<file path="config.mk">
export PLATFORM = sky130hd
export DESIGN_NAME = signed_fraction_sum_parser_unit
export DESIGN_NICKNAME = d
export VERILOG_FILES = /design/src/design/sfsp_pkg.sv /design/src/design/sfsp_datapath.sv /design/src/design/sfsp_control.sv /design/src/design/signed_fraction_sum_parser_unit.sv
export SDC_FILE = /design/constraint.sdc
export NUM_CORES = 2
export LEC_CHECK = 0
export BUFFER_PORTS_ARGS = -buffer_cell sky130_fd_sc_hd__clkbuf_2
export CORE_MARGIN = 2
export CORE_UTILIZATION = 50
export DETAILED_ROUTE_END_ITERATION = 8
export GPL_TIMING_DRIVEN = 0
export PLACE_DENSITY = 0.69
export RECOVER_POWER = 50
export SLEW_MARGIN = 20
export SYNTH_ARGS = -nofsm -noshare
export SYNTH_HDL_FRONTEND = slang
export SYNTH_SLANG_ARGS = --single-unit
</file>
<file path="constraint.sdc">
create_clock -name clk -period 14.3 [get_ports clk]
set_input_delay 1.43 -clock clk [delete_from_list [all_inputs] [get_ports clk]]
set_output_delay 1.43 -clock clk [all_outputs]
set_load 0.05 [all_outputs]
</file>
<file path="src/design/sfsp_pkg.sv">
// Shared types, codes and constants of the signed fraction sum parser.
package sfsp_pkg;

    localparam int ACC_BITS = 32;
    localparam int MAG_W    = ACC_BITS;
    localparam int DEN_W    = ACC_BITS - 1;
    localparam int PROD_W   = 2 * ACC_BITS;
    localparam int CNT_W    = $clog2(ACC_BITS);

    localparam logic [MAG_W-1:0] NEG_MAG = MAG_W'(1) << (ACC_BITS - 1);
    localparam logic [MAG_W-1:0] POS_MAX = NEG_MAG - MAG_W'(1);

    localparam logic [7:0] CH_PLUS  = 8'h2B;
    localparam logic [7:0] CH_MINUS = 8'h2D;
    localparam logic [7:0] CH_SLASH = 8'h2F;
    localparam logic [7:0] CH_ZERO  = 8'h30;
    localparam logic [7:0] CH_NINE  = 8'h39;
    localparam logic [3:0] RADIX    = 4'd10;

    localparam logic [1:0] PH_START = 2'd0;
    localparam logic [1:0] PH_NUM   = 2'd1;
    localparam logic [1:0] PH_DEN   = 2'd2;

    typedef struct packed {
        logic [7:0] character;
        logic       last;
    } char_beat_t;

    typedef struct packed {
        logic signed [31:0] numerator;
        logic [30:0]        denominator;
        logic               error;
    } sum_beat_t;

    typedef enum logic [3:0] {
        OP_NONE,
        OP_LATCH,
        OP_APPLY,
        OP_CHECK,
        OP_MUL1,
        OP_MUL2,
        OP_MUL3,
        OP_ADD,
        OP_GCD,
        OP_DIV_MAG,
        OP_DIV_DEN,
        OP_EMIT
    } op_t;

    typedef struct packed {
        op_t op;
    } cmd_t;

    typedef struct packed {
        logic pre_close;
        logic phase_nz;
        logic last;
        logic term_bad;
        logic add_bad;
        logic gcd_done;
        logic div_last;
        logic out_free;
    } stat_t;

endpackage

</file>
<file path="src/design/sfsp_datapath.sv">
// Datapath: parse registers, running sum, shared multiplier, gcd and divider.
module sfsp_datapath (
    input  logic                 clk,
    input  logic                 rst_n,
    input  sfsp_pkg::cmd_t       cmd,
    input  sfsp_pkg::char_beat_t char_beat,
    input  logic                 sum_stall,
    output logic                 sum_valid,
    output sfsp_pkg::sum_beat_t  sum_beat,
    output sfsp_pkg::stat_t      stat
);

    localparam int MW = sfsp_pkg::MAG_W;
    localparam int DW = sfsp_pkg::DEN_W;
    localparam int PW = sfsp_pkg::PROD_W;
    localparam int CW = sfsp_pkg::CNT_W;

    logic [7:0]    char_reg, char_next;
    logic          last_reg, last_next;
    logic [1:0]    phase_reg, phase_next;
    logic          tneg_reg, tneg_next;
    logic [MW-1:0] tt_reg, tt_next;
    logic [DW-1:0] tb_reg, tb_next;
    logic          sneg_reg, sneg_next;
    logic [MW-1:0] smag_reg, smag_next;
    logic [DW-1:0] sbot_reg, sbot_next;
    logic          fault_reg, fault_next;
    logic [PW-1:0] p1_reg, p1_next, p2_reg, p2_next, den_reg, den_next;
    logic          wneg_reg, wneg_next;
    logic [MW-1:0] wmag_reg, wmag_next;
    logic [DW-1:0] wden_reg, wden_next;
    logic [MW-1:0] ga_reg, ga_next, gb_reg, gb_next, g_reg, g_next;
    logic [CW-1:0] gk_reg, gk_next;
    logic [MW-1:0] dnum_reg, dnum_next, drem_reg, drem_next, qmag_reg, qmag_next;
    logic [CW-1:0] dcnt_reg, dcnt_next;
    logic          oval_reg, oval_next;
    sfsp_pkg::sum_beat_t obeat_reg, obeat_next;

    logic          is_sign, is_slash, is_digit, tn;
    logic [3:0]    digit;
    logic [MW+3:0] tt10;
    logic [DW+3:0] tb10;
    logic [MW-1:0] mul_a, mul_b;
    logic [PW-1:0] prod;
    logic [MW:0]   rmag;
    logic          rneg, add_bad, gdone;
    logic [MW:0]   rem_sh;
    logic          ge;
    logic [MW-1:0] rem_new, q_new;

    function automatic logic fits(input logic neg, input logic [PW-1:0] v);
        fits = neg ? (v <= PW'(sfsp_pkg::NEG_MAG)) : (v <= PW'(sfsp_pkg::POS_MAX));
    endfunction

    always_comb
    begin
        is_sign  = (char_reg == sfsp_pkg::CH_PLUS) || (char_reg == sfsp_pkg::CH_MINUS);
        is_slash = (char_reg == sfsp_pkg::CH_SLASH);
        is_digit = (char_reg >= sfsp_pkg::CH_ZERO) && (char_reg <= sfsp_pkg::CH_NINE);
        digit    = 4'(char_reg - sfsp_pkg::CH_ZERO);
        tt10     = ({4'd0, tt_reg} << 3) + ({4'd0, tt_reg} << 1) + (MW+4)'(digit);
        tb10     = ({4'd0, tb_reg} << 3) + ({4'd0, tb_reg} << 1) + (DW+4)'(digit);
        tn       = tneg_reg && (tt_reg != '0);

        unique case (cmd.op)
            sfsp_pkg::OP_MUL1:
            begin
                mul_a = smag_reg;
                mul_b = MW'(tb_reg);
            end
            sfsp_pkg::OP_MUL2:
            begin
                mul_a = tt_reg;
                mul_b = MW'(sbot_reg);
            end
            default:
            begin
                mul_a = MW'(sbot_reg);
                mul_b = MW'(tb_reg);
            end
        endcase
        prod = PW'(mul_a) * PW'(mul_b);

        // signed add of the two cross products as sign and magnitude
        if (sneg_reg == tn)
        begin
            rmag = p1_reg[MW:0] + p2_reg[MW:0];
            rneg = sneg_reg;
        end
        else if (p1_reg >= p2_reg)
        begin
            rmag = p1_reg[MW:0] - p2_reg[MW:0];
            rneg = sneg_reg;
        end
        else
        begin
            rmag = p2_reg[MW:0] - p1_reg[MW:0];
            rneg = tn;
        end
        if (rmag == '0)
            rneg = 1'b0;
        add_bad = !fits(sneg_reg, p1_reg) || !fits(tn, p2_reg)
                  || (den_reg > PW'(sfsp_pkg::POS_MAX)) || !fits(rneg, PW'(rmag));

        gdone   = (ga_reg == '0) || (gb_reg == '0);
        rem_sh  = {drem_reg, dnum_reg[MW-1]};
        ge      = rem_sh >= {1'b0, g_reg};
        rem_new = ge ? MW'(rem_sh - {1'b0, g_reg}) : MW'(rem_sh);
        q_new   = {dnum_reg[MW-2:0], ge};
    end

    always_comb
    begin
        char_next  = char_reg;
        last_next  = last_reg;
        phase_next = phase_reg;
        tneg_next  = tneg_reg;
        tt_next    = tt_reg;
        tb_next    = tb_reg;
        sneg_next  = sneg_reg;
        smag_next  = smag_reg;
        sbot_next  = sbot_reg;
        fault_next = fault_reg;
        p1_next    = p1_reg;
        p2_next    = p2_reg;
        den_next   = den_reg;
        wneg_next  = wneg_reg;
        wmag_next  = wmag_reg;
        wden_next  = wden_reg;
        ga_next    = ga_reg;
        gb_next    = gb_reg;
        gk_next    = gk_reg;
        g_next     = g_reg;
        dnum_next  = dnum_reg;
        drem_next  = drem_reg;
        dcnt_next  = dcnt_reg;
        qmag_next  = qmag_reg;
        obeat_next = obeat_reg;
        oval_next  = oval_reg && sum_stall;

        unique case (cmd.op)
            sfsp_pkg::OP_LATCH:
            begin
                char_next = char_beat.character;
                last_next = char_beat.last;
            end
            sfsp_pkg::OP_APPLY:
            begin
                if (is_sign)
                begin
                    tneg_next  = (char_reg == sfsp_pkg::CH_MINUS);
                    phase_next = sfsp_pkg::PH_NUM;
                end
                else if (is_slash)
                    phase_next = sfsp_pkg::PH_DEN;
                else if (is_digit)
                begin
                    if (phase_reg == sfsp_pkg::PH_DEN)
                    begin
                        if (tb10 > (DW+4)'(sfsp_pkg::POS_MAX))
                            fault_next = 1'b1;
                        else
                            tb_next = DW'(tb10);
                    end
                    else
                    begin
                        phase_next = sfsp_pkg::PH_NUM;
                        if (tt10 > (MW+4)'(sfsp_pkg::NEG_MAG))
                            fault_next = 1'b1;
                        else
                            tt_next = MW'(tt10);
                    end
                end
            end
            sfsp_pkg::OP_CHECK:
            begin
                if ((tb_reg == '0) || (!tn && tt_reg[MW-1]))
                begin
                    fault_next = 1'b1;
                    phase_next = sfsp_pkg::PH_START;
                    tneg_next  = 1'b0;
                    tt_next    = '0;
                    tb_next    = '0;
                end
            end
            sfsp_pkg::OP_MUL1: p1_next  = prod;
            sfsp_pkg::OP_MUL2: p2_next  = prod;
            sfsp_pkg::OP_MUL3: den_next = prod;
            sfsp_pkg::OP_ADD:
            begin
                if (add_bad)
                begin
                    fault_next = 1'b1;
                    phase_next = sfsp_pkg::PH_START;
                    tneg_next  = 1'b0;
                    tt_next    = '0;
                    tb_next    = '0;
                end
                else
                begin
                    wneg_next = rneg;
                    wmag_next = MW'(rmag);
                    wden_next = DW'(den_reg);
                    ga_next   = MW'(rmag);
                    gb_next   = MW'(den_reg[DW-1:0]);
                    gk_next   = '0;
                end
            end
            sfsp_pkg::OP_GCD:
            begin
                // binary gcd, one step a cycle
                if (gdone)
                begin
                    g_next    = (ga_reg | gb_reg) << gk_reg;
                    dnum_next = wmag_reg;
                    drem_next = '0;
                    dcnt_next = '0;
                end
                else if (!ga_reg[0] && !gb_reg[0])
                begin
                    ga_next = ga_reg >> 1;
                    gb_next = gb_reg >> 1;
                    gk_next = gk_reg + CW'(1);
                end
                else if (!ga_reg[0])
                    ga_next = ga_reg >> 1;
                else if (!gb_reg[0])
                    gb_next = gb_reg >> 1;
                else if (ga_reg >= gb_reg)
                    ga_next = ga_reg - gb_reg;
                else
                    gb_next = gb_reg - ga_reg;
            end
            sfsp_pkg::OP_DIV_MAG:
            begin
                drem_next = rem_new;
                dnum_next = q_new;
                dcnt_next = dcnt_reg + CW'(1);
                if (stat.div_last)
                begin
                    qmag_next = q_new;
                    dnum_next = MW'(wden_reg);
                    drem_next = '0;
                    dcnt_next = '0;
                end
            end
            sfsp_pkg::OP_DIV_DEN:
            begin
                drem_next = rem_new;
                dnum_next = q_new;
                dcnt_next = dcnt_reg + CW'(1);
                if (stat.div_last)
                begin
                    sneg_next  = wneg_reg;
                    smag_next  = qmag_reg;
                    sbot_next  = DW'(q_new);
                    phase_next = sfsp_pkg::PH_START;
                    tneg_next  = 1'b0;
                    tt_next    = '0;
                    tb_next    = '0;
                end
            end
            sfsp_pkg::OP_EMIT:
            begin
                oval_next             = 1'b1;
                obeat_next.error      = fault_reg;
                obeat_next.numerator  = fault_reg ? '0
                                        : (sneg_reg ? -$signed(smag_reg) : $signed(smag_reg));
                obeat_next.denominator = fault_reg ? 31'd1 : sbot_reg;
                phase_next = sfsp_pkg::PH_START;
                tneg_next  = 1'b0;
                tt_next    = '0;
                tb_next    = '0;
                sneg_next  = 1'b0;
                smag_next  = '0;
                sbot_next  = DW'(1);
                fault_next = 1'b0;
            end
            default:
            begin
            end
        endcase
    end

    always_ff @(posedge clk or negedge rst_n)
    begin
        if (!rst_n)
        begin
            phase_reg <= sfsp_pkg::PH_START;
            tneg_reg  <= 1'b0;
            tt_reg    <= '0;
            tb_reg    <= '0;
            sneg_reg  <= 1'b0;
            smag_reg  <= '0;
            sbot_reg  <= DW'(1);
            fault_reg <= 1'b0;
            oval_reg  <= 1'b0;
            gk_reg    <= '0;
            dcnt_reg  <= '0;
        end
        else
        begin
            phase_reg <= phase_next;
            tneg_reg  <= tneg_next;
            tt_reg    <= tt_next;
            tb_reg    <= tb_next;
            sneg_reg  <= sneg_next;
            smag_reg  <= smag_next;
            sbot_reg  <= sbot_next;
            fault_reg <= fault_next;
            oval_reg  <= oval_next;
            gk_reg    <= gk_next;
            dcnt_reg  <= dcnt_next;
        end
    end

    always_ff @(posedge clk)
    begin
        char_reg  <= char_next;
        last_reg  <= last_next;
        p1_reg    <= p1_next;
        p2_reg    <= p2_next;
        den_reg   <= den_next;
        wneg_reg  <= wneg_next;
        wmag_reg  <= wmag_next;
        wden_reg  <= wden_next;
        ga_reg    <= ga_next;
        gb_reg    <= gb_next;
        g_reg     <= g_next;
        dnum_reg  <= dnum_next;
        drem_reg  <= drem_next;
        qmag_reg  <= qmag_next;
        obeat_reg <= obeat_next;
    end

    always_comb
    begin
        stat.pre_close = is_sign && (phase_reg != sfsp_pkg::PH_START);
        stat.phase_nz  = (phase_reg != sfsp_pkg::PH_START);
        stat.last      = last_reg;
        stat.term_bad  = (tb_reg == '0) || (!tn && tt_reg[MW-1]);
        stat.add_bad   = add_bad;
        stat.gcd_done  = gdone;
        stat.div_last  = (dcnt_reg == CW'(MW - 1));
        stat.out_free  = !oval_reg || !sum_stall;
    end

    assign sum_valid = oval_reg;
    assign sum_beat  = obeat_reg;

endmodule

</file>
<file path="src/design/sfsp_control.sv">
// Controller: sequences parsing, fraction closing and result emission.
module sfsp_control (
    input  logic            clk,
    input  logic            rst_n,
    input  logic            char_valid,
    input  sfsp_pkg::stat_t stat,
    output logic            char_stall,
    output sfsp_pkg::cmd_t  cmd
);

    typedef enum logic [12:0] {
        S_IDLE   = 13'b0000000000001,
        S_DECODE = 13'b0000000000010,
        S_APPLY  = 13'b0000000000100,
        S_FINAL  = 13'b0000000001000,
        S_CHECK  = 13'b0000000010000,
        S_MUL1   = 13'b0000000100000,
        S_MUL2   = 13'b0000001000000,
        S_MUL3   = 13'b0000010000000,
        S_ADD    = 13'b0000100000000,
        S_GCD    = 13'b0001000000000,
        S_DIVM   = 13'b0010000000000,
        S_DIVD   = 13'b0100000000000,
        S_EMIT   = 13'b1000000000000
    } state_t;

    state_t state_reg, state_next, ret_state;
    logic   ret_emit_reg, ret_emit_next;

    always_comb
    begin
        ret_state     = ret_emit_reg ? S_EMIT : S_APPLY;
        state_next    = state_reg;
        ret_emit_next = ret_emit_reg;
        cmd.op        = sfsp_pkg::OP_NONE;

        unique case (state_reg)
            S_IDLE:
            begin
                if (char_valid)
                begin
                    cmd.op     = sfsp_pkg::OP_LATCH;
                    state_next = S_DECODE;
                end
            end
            S_DECODE:
            begin
                ret_emit_next = 1'b0;
                state_next    = stat.pre_close ? S_CHECK : S_APPLY;
            end
            S_APPLY:
            begin
                cmd.op     = sfsp_pkg::OP_APPLY;
                state_next = S_FINAL;
            end
            S_FINAL:
            begin
                ret_emit_next = 1'b1;
                if (!stat.last)
                    state_next = S_IDLE;
                else
                    state_next = stat.phase_nz ? S_CHECK : S_EMIT;
            end
            S_CHECK:
            begin
                cmd.op     = sfsp_pkg::OP_CHECK;
                state_next = stat.term_bad ? ret_state : S_MUL1;
            end
            S_MUL1:
            begin
                cmd.op     = sfsp_pkg::OP_MUL1;
                state_next = S_MUL2;
            end
            S_MUL2:
            begin
                cmd.op     = sfsp_pkg::OP_MUL2;
                state_next = S_MUL3;
            end
            S_MUL3:
            begin
                cmd.op     = sfsp_pkg::OP_MUL3;
                state_next = S_ADD;
            end
            S_ADD:
            begin
                cmd.op     = sfsp_pkg::OP_ADD;
                state_next = stat.add_bad ? ret_state : S_GCD;
            end
            S_GCD:
            begin
                cmd.op = sfsp_pkg::OP_GCD;
                if (stat.gcd_done)
                    state_next = S_DIVM;
            end
            S_DIVM:
            begin
                cmd.op = sfsp_pkg::OP_DIV_MAG;
                if (stat.div_last)
                    state_next = S_DIVD;
            end
            S_DIVD:
            begin
                cmd.op = sfsp_pkg::OP_DIV_DEN;
                if (stat.div_last)
                    state_next = ret_state;
            end
            S_EMIT:
            begin
                if (stat.out_free)
                begin
                    cmd.op     = sfsp_pkg::OP_EMIT;
                    state_next = S_IDLE;
                end
            end
            default:
            begin
                state_next = S_IDLE;
            end
        endcase
    end

    always_ff @(posedge clk or negedge rst_n)
    begin
        if (!rst_n)
        begin
            state_reg    <= S_IDLE;
            ret_emit_reg <= 1'b0;
        end
        else
        begin
            state_reg    <= state_next;
            ret_emit_reg <= ret_emit_next;
        end
    end

    assign char_stall = (state_reg != S_IDLE);

endmodule

</file>
<file path="src/design/signed_fraction_sum_parser_unit.sv">
// Top level of the signed fraction sum parser: controller plus datapath.
//
// Usage: feed an ASCII expression such as -1/2+1/3 on the char channel, one
// character per beat, with last set on its final character. Digits build the
// numerator or denominator of the open fraction; '+' or '-' after a fraction,
// or the final character, closes it into the running sum, which is reduced
// by its gcd. The last beat yields one beat on the sum channel carrying the
// reduced numerator and denominator, or error with 0/1 on a zero
// denominator or overflow. The parser then starts over on a fresh sum.
// After the last beat is accepted, the controller passes the decode, apply and
// final states, then the closing steps below if a fraction is open, then emit.
// A new character is taken only once the last one is through. Closing a
// fraction runs check, three multiplies and add, then the binary gcd (one
// step per cycle), then two quotient passes through the shared bit-serial
// divider; these set the cost per fraction. The 32x32 multiplier is shared
// by the MUL1 to MUL3 steps for the cross products and the denominator.
// Reset clears the parse state and the sum to 0/1; no beat is pending.
// A result is held in an output register while sum_stall is high; the parser
// keeps taking characters meanwhile and only waits if another result is due.
module signed_fraction_sum_parser_unit (
    input  logic                 clk,
    input  logic                 rst_n,
    input  logic                 char_valid,
    output logic                 char_stall,
    input  sfsp_pkg::char_beat_t char_beat,
    output logic                 sum_valid,
    input  logic                 sum_stall,
    output sfsp_pkg::sum_beat_t  sum_beat
);

    sfsp_pkg::cmd_t  cmd;
    sfsp_pkg::stat_t stat;

    // sequence the per-character and per-fraction steps
    sfsp_control u_control (
        .clk        (clk),
        .rst_n      (rst_n),
        .char_valid (char_valid),
        .stat       (stat),
        .char_stall (char_stall),
        .cmd        (cmd)
    );

    // hold parse state, running sum and the arithmetic units
    sfsp_datapath u_datapath (
        .clk       (clk),
        .rst_n     (rst_n),
        .cmd       (cmd),
        .char_beat (char_beat),
        .sum_stall (sum_stall),
        .sum_valid (sum_valid),
        .sum_beat  (sum_beat),
        .stat      (stat)
    );

    // an accepted beat is worked on before the next is taken
    a_busy_after_accept: assert property (@(posedge clk) disable iff (!rst_n)
        (char_valid && !char_stall) |=> char_stall)
        else $error("char accepted while previous beat still in work");

    // a reduced denominator is never zero
    a_den_nonzero: assert property (@(posedge clk) disable iff (!rst_n)
        sum_valid |-> (sum_beat.denominator != 31'd0))
        else $error("zero denominator emitted");

    // an error beat carries 0/1
    a_error_zero: assert property (@(posedge clk) disable iff (!rst_n)
        (sum_valid && sum_beat.error) |->
            ((sum_beat.numerator == 32'sd0) && (sum_beat.denominator == 31'd1)))
        else $error("error beat with nonzero value");

endmodule

</file>
==> metrics.yaml <==
dieArea_sq_um: 153000
skew_ns: 0.0757
netlist_area_sq_um: 75000
ys.flop_type: "edfxtp_1"
grt_antenna_before_repair: 28
hold_viol_final: 0
ys_types: 110
clock_sinks: 677
cts_made_buffers: 76
overflow: 0
hold_buffers: 0
ys_ff_latch: 677
end_kind: "flop"
clkLatencyLatePin_ns: 0.73
ios: 79
netlist_instances: 7894
die_x_microns: 391
setup-violations-final: 0
clockBufferDepth: 3
grt_pass1_wl_mm: 434
grt_pass1_vias: 61500
place_area_sq_um: 79000
detail_route.wl_per_cell_microns: 29.7
max_slew_margin_pct: -206
rsz0062_at_grt: "no"
vias_per_cell: 6.07
setup_tns_ns: 0
post-cts-setup-buffers: 0
gp_congestion: 1.10
portBuffers: 78
reg2reg_depth: 37
tightestPinTransition_ns: 4.58
vias: 61800
start_util_pct: 50.2
period_minus_slack_ns: 13.93
holdPathStages: 2
cp_max_fo: 10
drt-total-wl_mm: 302
max_cap_violations: 5
setup_ws_ns: 0.365
final_design_area_no_fill_sq_um: 81500
cp_num_buf_inv: 7
crit_top_cell: "fa_1"
crit_arrival_ns: 14.42
fillers: 13700
violations: "capacitance limit, slew limit"
cp.depth: 37
drive_gt1_share_pct: 5.95
first_pass_iters: 9
postSynth.asyncResetShare_pct: 23.0
r2r_setup_slack_ns: 0.37
cts_tree: "yes"
synth_area_per_cell_sq_um: 9.51
critPathTopFamily: "adder cells"
die_h_microns: 391
yosysWarningCount: 0
drtIter0Drc: 7070
cts_root_buf: "clkbuf_16"
cp_slowest_cell: "clkdlybuf4s15_1"
place_hpwl_mm: 246
min_path_type: "flop to flop"
core_area_sq_um: 149000
drc: 0
status: "finished, violations left"
nNetsFinal: 9618
dp_slack_ns: -0.703
drtAntennaViolNets: 0
required_ns: 14.79
period_share_pct: 97.4
htree_num_levels: 3
clkTransAtPathRegs_ns: 0.06
grt_max_degree: 81
track_usage_pct: 39.8
syn_nets: 9429
max_stage_delay_ns: 0.89
slew_viol_final: 257
crit_type: "flop to flop"
cp-start-kind: "flop"
yosysSeqAreaShare_pct: 26.1
synth-edff-count: 521
rows: 142
fmax_mhz: 71.8
area_growth_pct: 8.60
==> cell type report <==
type                            instances  area [sq um]  share of cell area [%]
Multi-Input combinational cell       5655         49700                    61.0
Sequential cell                       677         19600                    24.0
Inverter                             1212          4560                    5.59
Tap cell                             2016          2520                    3.10
Clock buffer                           99          2110                    2.59
Buffer                                342          1610                    1.97
Timing Repair Buffer                  119           817                    1.00
Clock inverter                         42           593                   0.728
Antenna cell                           10          25.0                  0.0307
==> worst min-delay path, stage by stage, from the launching register on <==
cell and delay, ns:
edfxtp_1 0.34, nand2_1 0.05, nand2_1 0.05
==> worst paths after layout <==
kind	endpoint	start
worst min-delay path	u_datapath.smag_reg[28]	u_datapath.qmag_reg[28]
worst max register to register	u_datapath.p1_reg[63]	u_control.state_reg[4]
worst max-delay path	u_datapath.p1_reg[63]	u_control.state_reg[4]
worst min register to register	u_datapath.smag_reg[28]	u_datapath.qmag_reg[28]
max in group asynchronous	u_datapath.tt_reg[27]	rst_n
min in group asynchronous	u_datapath.sum_valid	rst_n
==> placed cells by master, fill, tap and decap left out, drive strengths merged, types with 44 or more instances in the layout <==
master	Yosys	final
clkbuf	281	468
xnor2	161	161
mux2	106	106
nand4	64	64
a21o	85	85
a221oi	44	44
nor2b	86	86
a211oi	54	54
o21ai	239	239
a21oi	351	351
nor3	75	75
nor4	104	104
fa	877	877
buf	67	86
mux2i	88	88
ha	645	645
nand3	126	126
dfrtp	154	154
and2	58	58
nand2	894	894
inv	1207	1209
edfxtp	521	521
xor2	88	88
nor2	912	912
o21bai	59	59
==> metal layers <==
metal | vias up | track usage [%] | routed length [microns]
li1 | 26600 | - | -
met5 | - | 0 | 365
met3 | 715 | 12.5 | 36000
met2 | 3520 | 57.2 | 125000
met1 | 31000 | 53.9 | 122000
met4 | 20 | 20.4 | 19000
==> cell usage after synthesis (11+ instances only) <==
library cell     n  share of area (%)
a211oi_1        53               0.53
a21o_1          84               0.84
a21oi_1        346                2.3
a221oi_1        43               0.50
a222oi_1        30               0.40
a22oi_1         37               0.37
a31oi_1         38               0.32
and2_1          58               0.48
and3_1          25               0.21
buf_1           35               0.18
buf_2           15               0.10
clkbuf_1       275                1.4
dfrtp_1        154                5.1
edfxtp_1       521                 21
fa_1           877                 23
ha_1           645                 11
inv_1         1205                6.0
mux2_2          46               0.69
mux2_4          60                1.2
mux2i_1         88                1.2
mux4_2          26               0.78
nand2_1        893                4.5
nand2b_1        42               0.35
nand3_1        126               0.84
nand4_1         63               0.53
nor2_1         911                4.6
nor2b_1         86               0.72
nor3_1          75               0.50
nor3b_1         17               0.17
nor4_1         104               0.87
o211ai_1        26               0.26
o21a_1          39               0.39
o21ai_0        228                1.5
o21ai_1         11              0.073
o21bai_1        59               0.59
o22ai_1         17               0.14
o31a_1          11               0.13
o31ai_1         24               0.24
or3_1           21               0.18
or4_1           13               0.13
xnor2_1        161                1.9
xor2_1          88                1.0
==> per-stage QoR <==
step / hold slack [ns] / cells / utilization (%)
floorplan: 0.415 / 7894 / -
global placement: 0.418 / 9988 / 52.2
detailed placement: 0.421 / 10000 / 52.8
CTS: 0.406 / 10200 / 54.7
global route: 0.452 / 10200 / 54.5
finish: 0.425 / 10200 / 54.5
==> cell families (layout without fill, tap and decap cells) <==
| family | count (synthesis) | after routing | share of synthesized area [%] |
|---|---|---|---|
| xor+xnor | 249 | 249 | 2.91 |
| flops | 677 | 677 | 26.1 |
| simple gates | 2483 | 2483 | 14.6 |
| compound gates | 1181 | 1181 | 10.3 |
| mux | 220 | 220 | 3.85 |
| fa+ha+maj | 1522 | 1522 | 34.2 |
| buf+inv | 1562 | 1814 | 8.14 |
| other cells | 0 | 10 | 0 |
==> timing repair <==
| item | in CTS | in global routing |
|---|---|---|
| setup endpoints to repair | 24 | 18 |
| hold endpoints to repair | 0 | 0 |
| gates resized for setup | 13 | 22 |
Power is left out: the tool's default activity adds up to more than one toggle a clock period on the data nets, which glitch-free logic cannot reach.
